**src/hw/rtl/tqm_pkg.sv**
```systemverilog
// shared types and constants for the timer queue manager
`timescale 1ns / 1ps
package tqm_pkg;
   localparam int TIMER_SLOTS = 16;
   localparam int SLOT_W = $clog2(TIMER_SLOTS);
   localparam int CNT_W = $clog2(TIMER_SLOTS + 1);
   localparam logic [31:0] DEFAULT_WINDOW = 32'd3600000;
   localparam logic [63:0] ALL_ONES = '1;

   typedef enum logic [2:0] {
      KIND_ADD = 3'd0, KIND_CANCEL = 3'd1, KIND_REFRESH = 3'd2, KIND_RESET = 3'd3,
      KIND_WAIT = 3'd4, KIND_EXPIRE = 3'd5, KIND_ANY = 3'd6, KIND_NONE = 3'd7
   } kind_type;

   typedef enum logic [1:0] {
      ST_OK = 2'd0, ST_INACTIVE = 2'd1, ST_FULL = 2'd2, ST_NONE = 2'd3
   } status_type;

   typedef enum logic [2:0] {
      FSM_IDLE, FSM_SCAN, FSM_APPLY, FSM_XSCAN, FSM_XEMIT, FSM_DONE
   } fsm_type;

   // one step request to the shared compare unit
   typedef struct packed {
      logic        first;
      logic        cand;
      logic [63:0] key;
      logic [SLOT_W-1:0] idx;
   } cmp_req_type;
endpackage

```
**src/hw/rtl/tqm_min_unit.sv**
```systemverilog
// shared running-minimum unit: one candidate per cycle, ordered by key then slot
`timescale 1ns / 1ps
module tqm_min_unit import tqm_pkg::*; (
   input  logic              clock,
   input  logic              reset,
   input  cmp_req_type       req,
   output logic              found,
   output logic [63:0]       best_key,
   output logic [SLOT_W-1:0] best_idx
);
   logic found_ff, found_in;
   logic [63:0] key_ff, key_in;
   logic [SLOT_W-1:0] idx_ff, idx_in;
   logic better;

   // candidate wins on smaller key, or equal key and lower slot
   always_comb begin
      better = req.cand && (!found_ff || req.first || req.key < key_ff ||
               (req.key == key_ff && req.idx < idx_ff));
      found_in = req.first ? req.cand : (found_ff | req.cand);
      key_in = better ? req.key : key_ff;
      idx_in = better ? req.idx : idx_ff;
   end

   always_ff @(posedge clock) begin
      if (reset) begin
         found_ff <= 1'b0;
      end else begin
         found_ff <= found_in;
      end
      key_ff <= key_in;
      idx_ff <= idx_in;
   end

   assign found = found_ff;
   assign best_key = key_ff;
   assign best_idx = idx_ff;
endmodule

```
**config.mk**
```make
export PLATFORM = sky130hd
export DESIGN_NAME = tqm_min_unit
export DESIGN_NICKNAME = d
export VERILOG_FILES = /design/src/hw/rtl/tqm_pkg.sv /design/src/hw/rtl/tqm_min_unit.sv
export SDC_FILE = /design/constraint.sdc
export NUM_CORES = 1
export LEC_CHECK = 0
export ABC_CLOCK_PERIOD_IN_PS = 5800
export CAP_MARGIN = 0
export CORE_ASPECT_RATIO = 0.75
export CORE_MARGIN = 5
export CORE_UTILIZATION = 40
export CTS_CLUSTER_DIAMETER = 100
export DETAILED_ROUTE_END_ITERATION = 12
export DONT_BUFFER_PORTS = 1
export PLACE_DENSITY = 0.52
export SLEW_MARGIN = 20
export SYNTH_ARGS = -nofsm -noshare
export SYNTH_HDL_FRONTEND = slang
export SYNTH_SLANG_ARGS = --single-unit
```
**constraint.sdc**
```tcl
create_clock -name clock -period 5.8 [get_ports clock]
set_input_delay 0.29 -clock clock [delete_from_list [all_inputs] [get_ports clock]]
set_output_delay 0.29 -clock clock [all_outputs]
set_load 0.02 [all_outputs]
```
# Word-level counts from Yosys, hierarchy flattened
# Index checks and enable logic that the tools add are counted.
# totals
elab_cells	14
input_bits	72
output_inout_bits	69
regBits	69
# classes
n_reduce_logical	6
mux	1
eq_ne	1
bitwise_logic	1
order_cmp	2
# op_table
op	n
$eq A64 B64 Y1	1
$lt A64 B64 Y1	1
$lt A4 B4 Y1	1
$logic_or A1 B1 Y1	3
$logic_and A1 B1 Y1	2
$logic_not A1 Y1	1
$mux W1	1
$or A1 B1 Y1	1

# Depth between registers and ports, before layout
# Gate-level depths: netlist (run 1).
# logic_depth
word_depth	5
ltp_mapped	8

# Worst setup path before layout (run 1)
# Ideal clock, no wire load.
# synth_path
path_type	register -> register
start	register key_ff[62] (netlist: best_key[62])
end	register idx_ff[0] (netlist: best_idx[0]), enable pin
setup_time_ns	0.512
path_stages_with_launch	9
path_buffers	0
setup_slack_ns	0.429
arrival_time_ns	4.858
t_required_ns	5.288
cell_sequence	edfxtp_1 -> inv_1 -> ha_1 -> a21oi_1 -> nand2_1 -> a22o_1 -> nor4b_1 -> o221ai_1 -> o2bb2ai_1
# synth_via
elab_chain_len	4
word_cells_on_any_way	6
# synth_lines
element	line	source
start, declared	tqm_min_unit.sv:12	logic [63:0] key_ff, key_in;
start signal, assigned	tqm_min_unit.sv:31	key_ff <= key_in;
$lt A64 B64 Y1 or $eq A64 B64 Y1 (tied branches)	tqm_min_unit.sv:18, tqm_min_unit.sv:19	
$logic_or A1 B1 Y1 or $logic_and A1 B1 Y1 (tied branches)	tqm_min_unit.sv:18, tqm_min_unit.sv:19	
$logic_or A1 B1 Y1 (*)	tqm_min_unit.sv:18	better = req.cand && (!found_ff || req.first || req.key < key_ff ||
$logic_and A1 B1 Y1 (*)	tqm_min_unit.sv:18	
net better	tqm_min_unit.sv:14	logic better;
end signal, assigned	tqm_min_unit.sv:32	idx_ff <= idx_in;
end, declared	tqm_min_unit.sv:13	logic [SLOT_W-1:0] idx_ff, idx_in;
# Mark *: on every way through the listed nets, which the timed path passes. The rest lies on a longest branch.
# A chain may end at the register's enable or synchronous reset.

# Worst setup path in the final report (run 1)
# layout_path
start	register key_ff[62] (netlist: best_key[62])
end	register key_ff[14] (netlist: best_key[14]), enable pin
# layout_via
elab_chain_len	4
word_cells_on_any_way	6
# layout_lines
element	line
$lt A64 B64 Y1 or $eq A64 B64 Y1 (tied branches)	tqm_min_unit.sv:18, tqm_min_unit.sv:19
$logic_or A1 B1 Y1 or $logic_and A1 B1 Y1 (tied branches)	tqm_min_unit.sv:18, tqm_min_unit.sv:19
$logic_or A1 B1 Y1 (*)	tqm_min_unit.sv:18
$logic_and A1 B1 Y1 (*)	tqm_min_unit.sv:18
net better	tqm_min_unit.sv:14
# Marks and branches as above.

==> flow_summary.yaml, run 1 <==
outcome:
  status: "finished clean"
timing:
  maxSlewHeadroom_pct: 65.6
  period_share_pct: 54.0
  fin_tns_setup_ns: 0
  timing.hold.ws_ns: 0.0257
  finalSetupViolCount: 0
  fin_worst_skew_ns: 0.00623
  tightest_slew_ns: 0.512
  hold_violations: 0
  slew_viol_final: 0
  max_freq_ghz: 0.319
  grt_setup_unrepaired: "false"
  fin_crit_ns: 3.13
place:
  gp_congestion: 0.760
  dpl.hpwl_mm: 6.70
  numPortBuffers: 0
  dpl_cell_area_mm2: 0.00399
  place_inst: 440
logic_synthesis:
  synth_nets: 449
  synthesis.area_mm2: 0.00380
  ys_seq_area_share_pct: 54.3
  syn_avg_cell_area_um2: 12.2
  synth_cell_types: 28
  yosys_warnings: 0
  synth-seq-cells: 69
  syn_inst: 310
min_path:
  hp-class: "in -> reg"
  holdPathEnd: "found"
  hold_path_depth: 1
  hp-start: "reset"
finish:
  final.fill_count: 876
  final_nets: 463
  diodes: 0
  multiInputGateArea_mm2: 0.00150
  stdcell_count: 456
  seqCellArea_mm2: 0.00206
  drive_gt1_share_pct: 6.40
  fin_area_mm2: 0.00426
  syn_to_final_growth_pct: 12.2
floorplan:
  dieWidth_um: 122
  rows: 30
  initial_core_util_pct: 41.4
  core_mm2: 0.00916
  dieArea_mm2: 0.0116
  io_pins: 141
  dieHeight_um: 94.4
critical_path:
  endpoint_kind: "flop"
  r2r-end: "best_key[14]"
  required_ns: 5.82
  rrSetupSlack_ns: 2.67
  critPathMaxFanout: 27
  r2r_start: "best_key[62]"
  critPathKind: "reg -> reg"
  start_kind: "flop"
  crit_arrival_ns: 3.15
  rr_worst_depth: 10
detailed_routing:
  ant_nets: 0
  drtIter0Drc: 41
  vias: 2265
  dr.pass1.iters: 4
  viasPerCell: 4.97
  routedWlPerCell_um: 17.8
  drc: 0
  wl_mm: 8.11
cts:
  post_cts_buffers: 0
  cts-resized-gates: 0
  cts_tree: "yes"
  max-clock-path-buffers: 2
  cts_hold_buf: 0
  cts_sinks: 69
  cts_htree_levels: 3
  clockRootBuffer: "clkbuf_16"
  path_clk_slew_ns: 0.05
  clk_latency_ns: 0.33
  cts_inserted_buffers: 9
flow_run:
  drv_cap: 0
global_route:
  grt-ovfl-total: 0
  antenna_found_initial: 0
  grt_use_total_pct: 14.2
  grt_pass1_wl_mm: 12.2
  grt_pass1_vias: 2327
  grt_max_degree: 38
pwr:
  power_density_mw_per_mm2: 312
  fin_total_pwr_mw: 1.33
  power_leakage_nw: 1.93
  vdd_drop_max_v: 0.000244
## cell usage in the layout, fill, tap and decap left out, drive strengths merged
cell / count
a211oi: 4
inv: 68
ha: 67
nor2: 5
edfxtp: 68
o21a: 1
clkbuf: 12
nor3: 3
nand3: 9
nand2b: 1
nand2: 10
o211ai: 1
o2bb2ai: 3
o221ai: 1
clkinv: 3
o21ai: 7
dfxtp: 1
a21oi: 26
nor4b: 1
a21o: 9
buf: 3
nor4: 4
or3: 1
a2111oi: 1
nor2b: 2
nand4: 16
a22o: 1
## power by group
| group | total, mW | switching (mW) | leakage, nW | internal (mW) |
|---|---|---|---|---|
| Combinational | 0.164 | 0.0955 | 1.12 | 0.0690 |
| Sequential | 0.694 | 0.0845 | 0.685 | 0.609 |
| Clock | 0.470 | 0.186 | 0.124 | 0.284 |
## layout make-up
type	instances	share of cell area, %
well taps	128	3.76
clock buffers	12	5.55
flip-flops and latches	69	48.4
clock inverters	3	0.323
repair buffers	3	0.822
multi-input cells	173	35.2
inverters	68	5.99
## layer usage
metal  global-route usage, %  share of wire (%)  vias to the layer above
met3                    9.52                 14                        9
met5                       0                  0                        -
met2                    19.6                 41                       89
met4                    5.03                1.3                        0
li1                        -                  -                     1156
met1                    17.7                 43                     1011
## worst max-delay path, cell delays in order (launching register included)
cell,delay [ns]
edfxtp_1,0.48
inv_1,0.08
ha_1,0.31
a21oi_1,0.16
nand2_1,0.07
a22o_1,0.22
nor4b_1,0.32
o221ai_1,0.24
o2bb2ai_4,0.40
buf_12,0.24
buf_4,0.28
## logic make-up (layout without fill, tap and decap cells)
logic type | count (synthesis) | in the layout | share of synthesized area, %
DFF | 69 | 69 | 54.3
buffers and inverters | 68 | 86 | 6.72
adders and majority gates | 67 | 67 | 22.1
AOI/OAI and AO/OA | 54 | 54 | 8.70
and+or+nand+nor | 52 | 52 | 8.17
## registers in the layout (all words and copies together), names as in the netlist
register / flops
best_idx: 4
best_key: 64
found: 1
## worst max path at each step
stage | endpoint | cells past startpoint | slack, ns | start
floorplan | best_idx[0] | 8 | 0.43 | best_key[62]
global placement | best_key[14] | 9 | 2.10 | best_key[63]
detailed placement | best_key[13] | 9 | 2.19 | best_key[63]
CTS | best_key[14] | 9 | 2.18 | best_key[62]
global route | best_key[10] | 9 | 2.38 | best_key[62]
finish | best_key[14] | 10 | 2.67 | best_key[62]
## through the flow
stage               utilization, %  setup slack [ns]
global placement              43.6              2.10
CTS                           46.3              2.18
finish                        46.5              2.67
detailed placement            43.6              2.19
floorplan                        -             0.429
global route                  46.5              2.38
## Yosys cell counts
cell type	number	area, µm²
a21o_1	9	67.6
nor4_1	3	18.8
nand4_2	3	37.5
a211oi_1	4	30.0
or3_4	1	11.3
nand2b_1	1	6.26
ha_1	67	838
nor2b_1	2	12.5
o21a_1	1	7.51
nand4_1	13	81.3
nor4_2	1	12.5
dfxtp_1	1	20.0
nor3_1	2	10.0
o221ai_1	1	8.76
nand2_1	10	37.5
a22o_1	1	8.76
o2bb2ai_1	3	26.3
edfxtp_1	68	2040
a2111oi_0	1	8.76
nand3_1	9	45.0
nor2_1	5	18.8
o211ai_1	1	7.51
inv_1	68	255
o21ai_0	5	25.0
o21ai_1	2	10.0
nor3_2	1	10.0
nor4b_1	1	8.76
a21oi_1	26	130
Note: power is estimated with default switching activity, not from simulation.
==> inputs of run 2 (changes only) <==
--- a/config.mk
+++ b/config.mk
@@ -5,7 +5,8 @@
 export SDC_FILE = /design/constraint.sdc
 export NUM_CORES = 1
 export LEC_CHECK = 0
-export ABC_CLOCK_PERIOD_IN_PS = 5800
+export ABC_AREA = 1
+export ABC_CLOCK_PERIOD_IN_PS = 3300
 export CAP_MARGIN = 0
 export CORE_ASPECT_RATIO = 0.75
 export CORE_MARGIN = 5
==> constraint.sdc (replaced) <==
create_clock -name clock -period 3.3 [get_ports clock]
set_input_delay 0.165 -clock clock [delete_from_list [all_inputs] [get_ports clock]]
set_output_delay 0.165 -clock clock [all_outputs]
set_load 0.02 [all_outputs]
==> run 2 against run 1 <==
Against the previous run:
- first-iteration DRC count rose to 2.6 times the previous value
- non-clock buffer count up 69
- worst hold slack improved by 0.063 ns
- global-route usage increased by 1.4 points
- core utilization increased by 6.7 points
- synthesized cell count rose by 22%
- maximum frequency is 20% higher
- combinational power rose by 79%
- die area increased by 2.7%
- critical path type unchanged
- critical endpoint is now best_key[43]
- highest routed layer unchanged
==> flow_summary.yaml, run 2 <==
outcome:
  status: "finished clean"
logic_synthesis:
  netlist_top_cells_count: "inv_1, nand2_1, edfxtp_1"
  synth-simple-area-share_pct: 11.1
  async_reset_ff_share_pct: 0
  yosys.area.top_type_share_pct: 52.3
  synth_cell_types: 18
  synth_edf_count: 68
  syn_avg_cell_area_um2: 10.3
  synth-compound-area-share_pct: 5.92
  synth.area.top_cells: "edfxtp_1, ha_1, inv_1"
  muxShareOfSynthArea_pct: 0
  ys_seq_area_share_pct: 52.8
  synth_top_family_by_area: "adder cells"
  yosysTopAreaCell: "edfxtp_1"
  synth_xor_area_share_pct: 0
  syn_inst: 378
  yosysMostFrequentCell: "inv_1"
  synth-seq-cells: 69
  yosys_warnings: 0
  synthesis.area_mm2: 0.00391
  yosys.area_share.adder_pct: 21.5
  yosys_most_used_dff: "edfxtp_1"
  synth_nets: 517
detailed_routing:
  viasPerCell: 4.56
  drc: 0
  ant_nets: 0
  drtIter0Drc: 105
  vias: 2724
  dr.pass1.iters: 4
  wl_mm: 8.99
  routedWlPerCell_um: 15.0
global_route:
  grt_pass1_wl_mm: 13.8
  grt_max_degree: 33
  antenna_found_initial: 0
  grt_use_total_pct: 15.6
  grt_pass1_vias: 2844
  grt-ovfl-total: 0
min_path:
  hp-class: "in -> reg"
critical_path:
  rrSetupSlack_ns: 0.69
  crit_path_cell_trace: "inv_1 > ha_1 > nand2_1 > nor2_1 > nand4_1 > nor2_1 > nand2_1 > nor2_1 > a21oi_1 > a21oi_4 > buf_4"
  critPathMaxFanout: 32
  crit_family: "simple AND/OR/NAND/NOR gates"
  crit_buf_inv: 2
  endpoint_kind: "flop"
  worst-path-stages: 11
  rr_worst_depth: 11
  path_common_cell: "nor2_1"
  required_ns: 3.28
  worst_path_max_delay_cell: "edfxtp_1"
  crit_path_start: "best_key[23]"
  cp-endpoint: "best_key[43]"
  critPathKind: "reg -> reg"
  slowest_delay_ns: 0.49
  r2r_start: "best_key[23]"
  crit_arrival_ns: 2.58
  r2r-end: "best_key[43]"
  start_kind: "flop"
timing:
  maxSlewHeadroom_pct: 71.5
  tightest_slew_ns: 0.427
  period_share_pct: 79.0
  grt_setup_unrepaired: "false"
  fin_tns_setup_ns: 0
  finalSetupViolCount: 0
  hold_violations: 0
  timing.hold.ws_ns: 0.0891
  fin_crit_ns: 2.61
  fin_worst_skew_ns: 0.00702
  slew_viol_final: 0
  max_freq_ghz: 0.384
cts:
  cts-resized-gates: 0
  clk_latency_ns: 0.33
  cts_hold_buf: 69
  cts_sinks: 69
  cts_tree: "yes"
  cts_htree_levels: 3
  post_cts_buffers: 0
  path_clk_slew_ns: 0.05
  cts_inserted_buffers: 9
  max-clock-path-buffers: 2
  clockRootBuffer: "clkbuf_16"
floorplan:
  dieArea_mm2: 0.0119
  initial_core_util_pct: 40.8
  rows: 31
  io_pins: 141
  dieWidth_um: 124
  core_mm2: 0.00958
  dieHeight_um: 95.6
pwr:
  p_int_mw: 1.83
  power_leakage_nw: 2.45
  vdd_drop_max_v: 0.000249
  p_comb_share_pct: 12.2
  p_switching_uw: 592
  seqPwrFrac_pct: 46.8
  p_clk_share_pct: 41.0
  power_density_mw_per_mm2: 474
  swShare_pct: 24.5
finish:
  stdcell_count: 598
  layout_commonest_cell: "inv_1"
  final_nets: 600
  drive_gt1_share_pct: 4.29
  mostFrequentLayoutCells: "inv_1, nand2_1, dlygate4sd3_1"
  fin_area_mm2: 0.00510
  diodes: 0
  largest_reg_flops: 64
  syn_to_final_growth_pct: 30.5
place:
  gp_congestion: 0.718
  numPortBuffers: 0
  dpl.hpwl_mm: 6.58
  dpl_cell_area_mm2: 0.00410
  place_inst: 513
flow_run:
  drv_cap: 0
-- run 2: cell types whose count changed after synthesis, sizes merged, moves of 5 or more --
| cell | previous run | this run |
|---|---|---|
| a21o | 9 | 1 |
| nor2 | 5 | 22 |
| nand4 | 16 | 3 |
| inv | 68 | 91 |
| nand2 | 10 | 74 |
| a21oi | 26 | 31 |
-- run 2: worst min-delay path by stage --
stage,startpoint,slack (ns),to,cells past startpoint
6_report,req[69],0.09,found,3
2_1_floorplan,reset,0.23,found,1
3_5_place_dp,reset,0.24,found,1
4_1_cts,req[68],0.08,found,2
5_1_grt,req[68],0.11,found,2
3_3_place_gp,reset,0.24,found,1
-- run 2: power by group through the flow --
stage | clock [mW] | sequential (mW) | combinational (mW)
CTS | 1.02 | 1.13 | 0.299
global placement | 0 | 1.15 | 0.225
global route | 1.06 | 1.14 | 0.347
detailed placement | 0 | 1.15 | 0.229
finish | 0.992 | 1.13 | 0.294
floorplan | 0 | 1.14 | 0.179
-- run 2: cell type report --
| class | count | area, µm² |
|---|---|---|
| sequential | 69 | 2060 |
| clock inverter | 1 | 30.0 |
| fill | 881 | 4480 |
| timing repair buffer | 72 | 713 |
| inverter | 91 | 342 |
| tap | 132 | 165 |
| clock buffer | 15 | 278 |
| multi-input combinational | 218 | 1510 |
-- run 2: worst register-to-register path, cell delays in order (launching register included) --
cell	delay [ns]
edfxtp_1	0.49
inv_1	0.08
ha_1	0.29
nand2_1	0.06
nor2_1	0.14
nand4_1	0.10
nor2_1	0.17
nand2_1	0.11
nor2_1	0.11
a21oi_1	0.10
a21oi_4	0.19
buf_4	0.40
-- run 2: through the flow --
step	util, %	power [mW]	setup WS (ns)
floorplan	-	1.32	0.290
global placement	42.8	1.38	0.648
detailed placement	42.8	1.38	0.648
CTS	53.2	2.46	0.616
global route	53.2	2.55	0.455
finish	53.2	2.42	0.695
-- run 2: cell families after synthesis --
logic type	Yosys count
adders and majority gates	67
buffers and inverters	91
AOI/OAI and AO/OA	43
DFF	69
and+or+nand+nor	108
-- run 2: metal layers --
metal	GRT usage [%]	part of all wire [%]	vias up
met5	0	0	-
met4	5.20	1.1	0
met3	8.54	14	11
met2	24.5	44	105
met1	18.2	41	1192
li1	-	-	1416
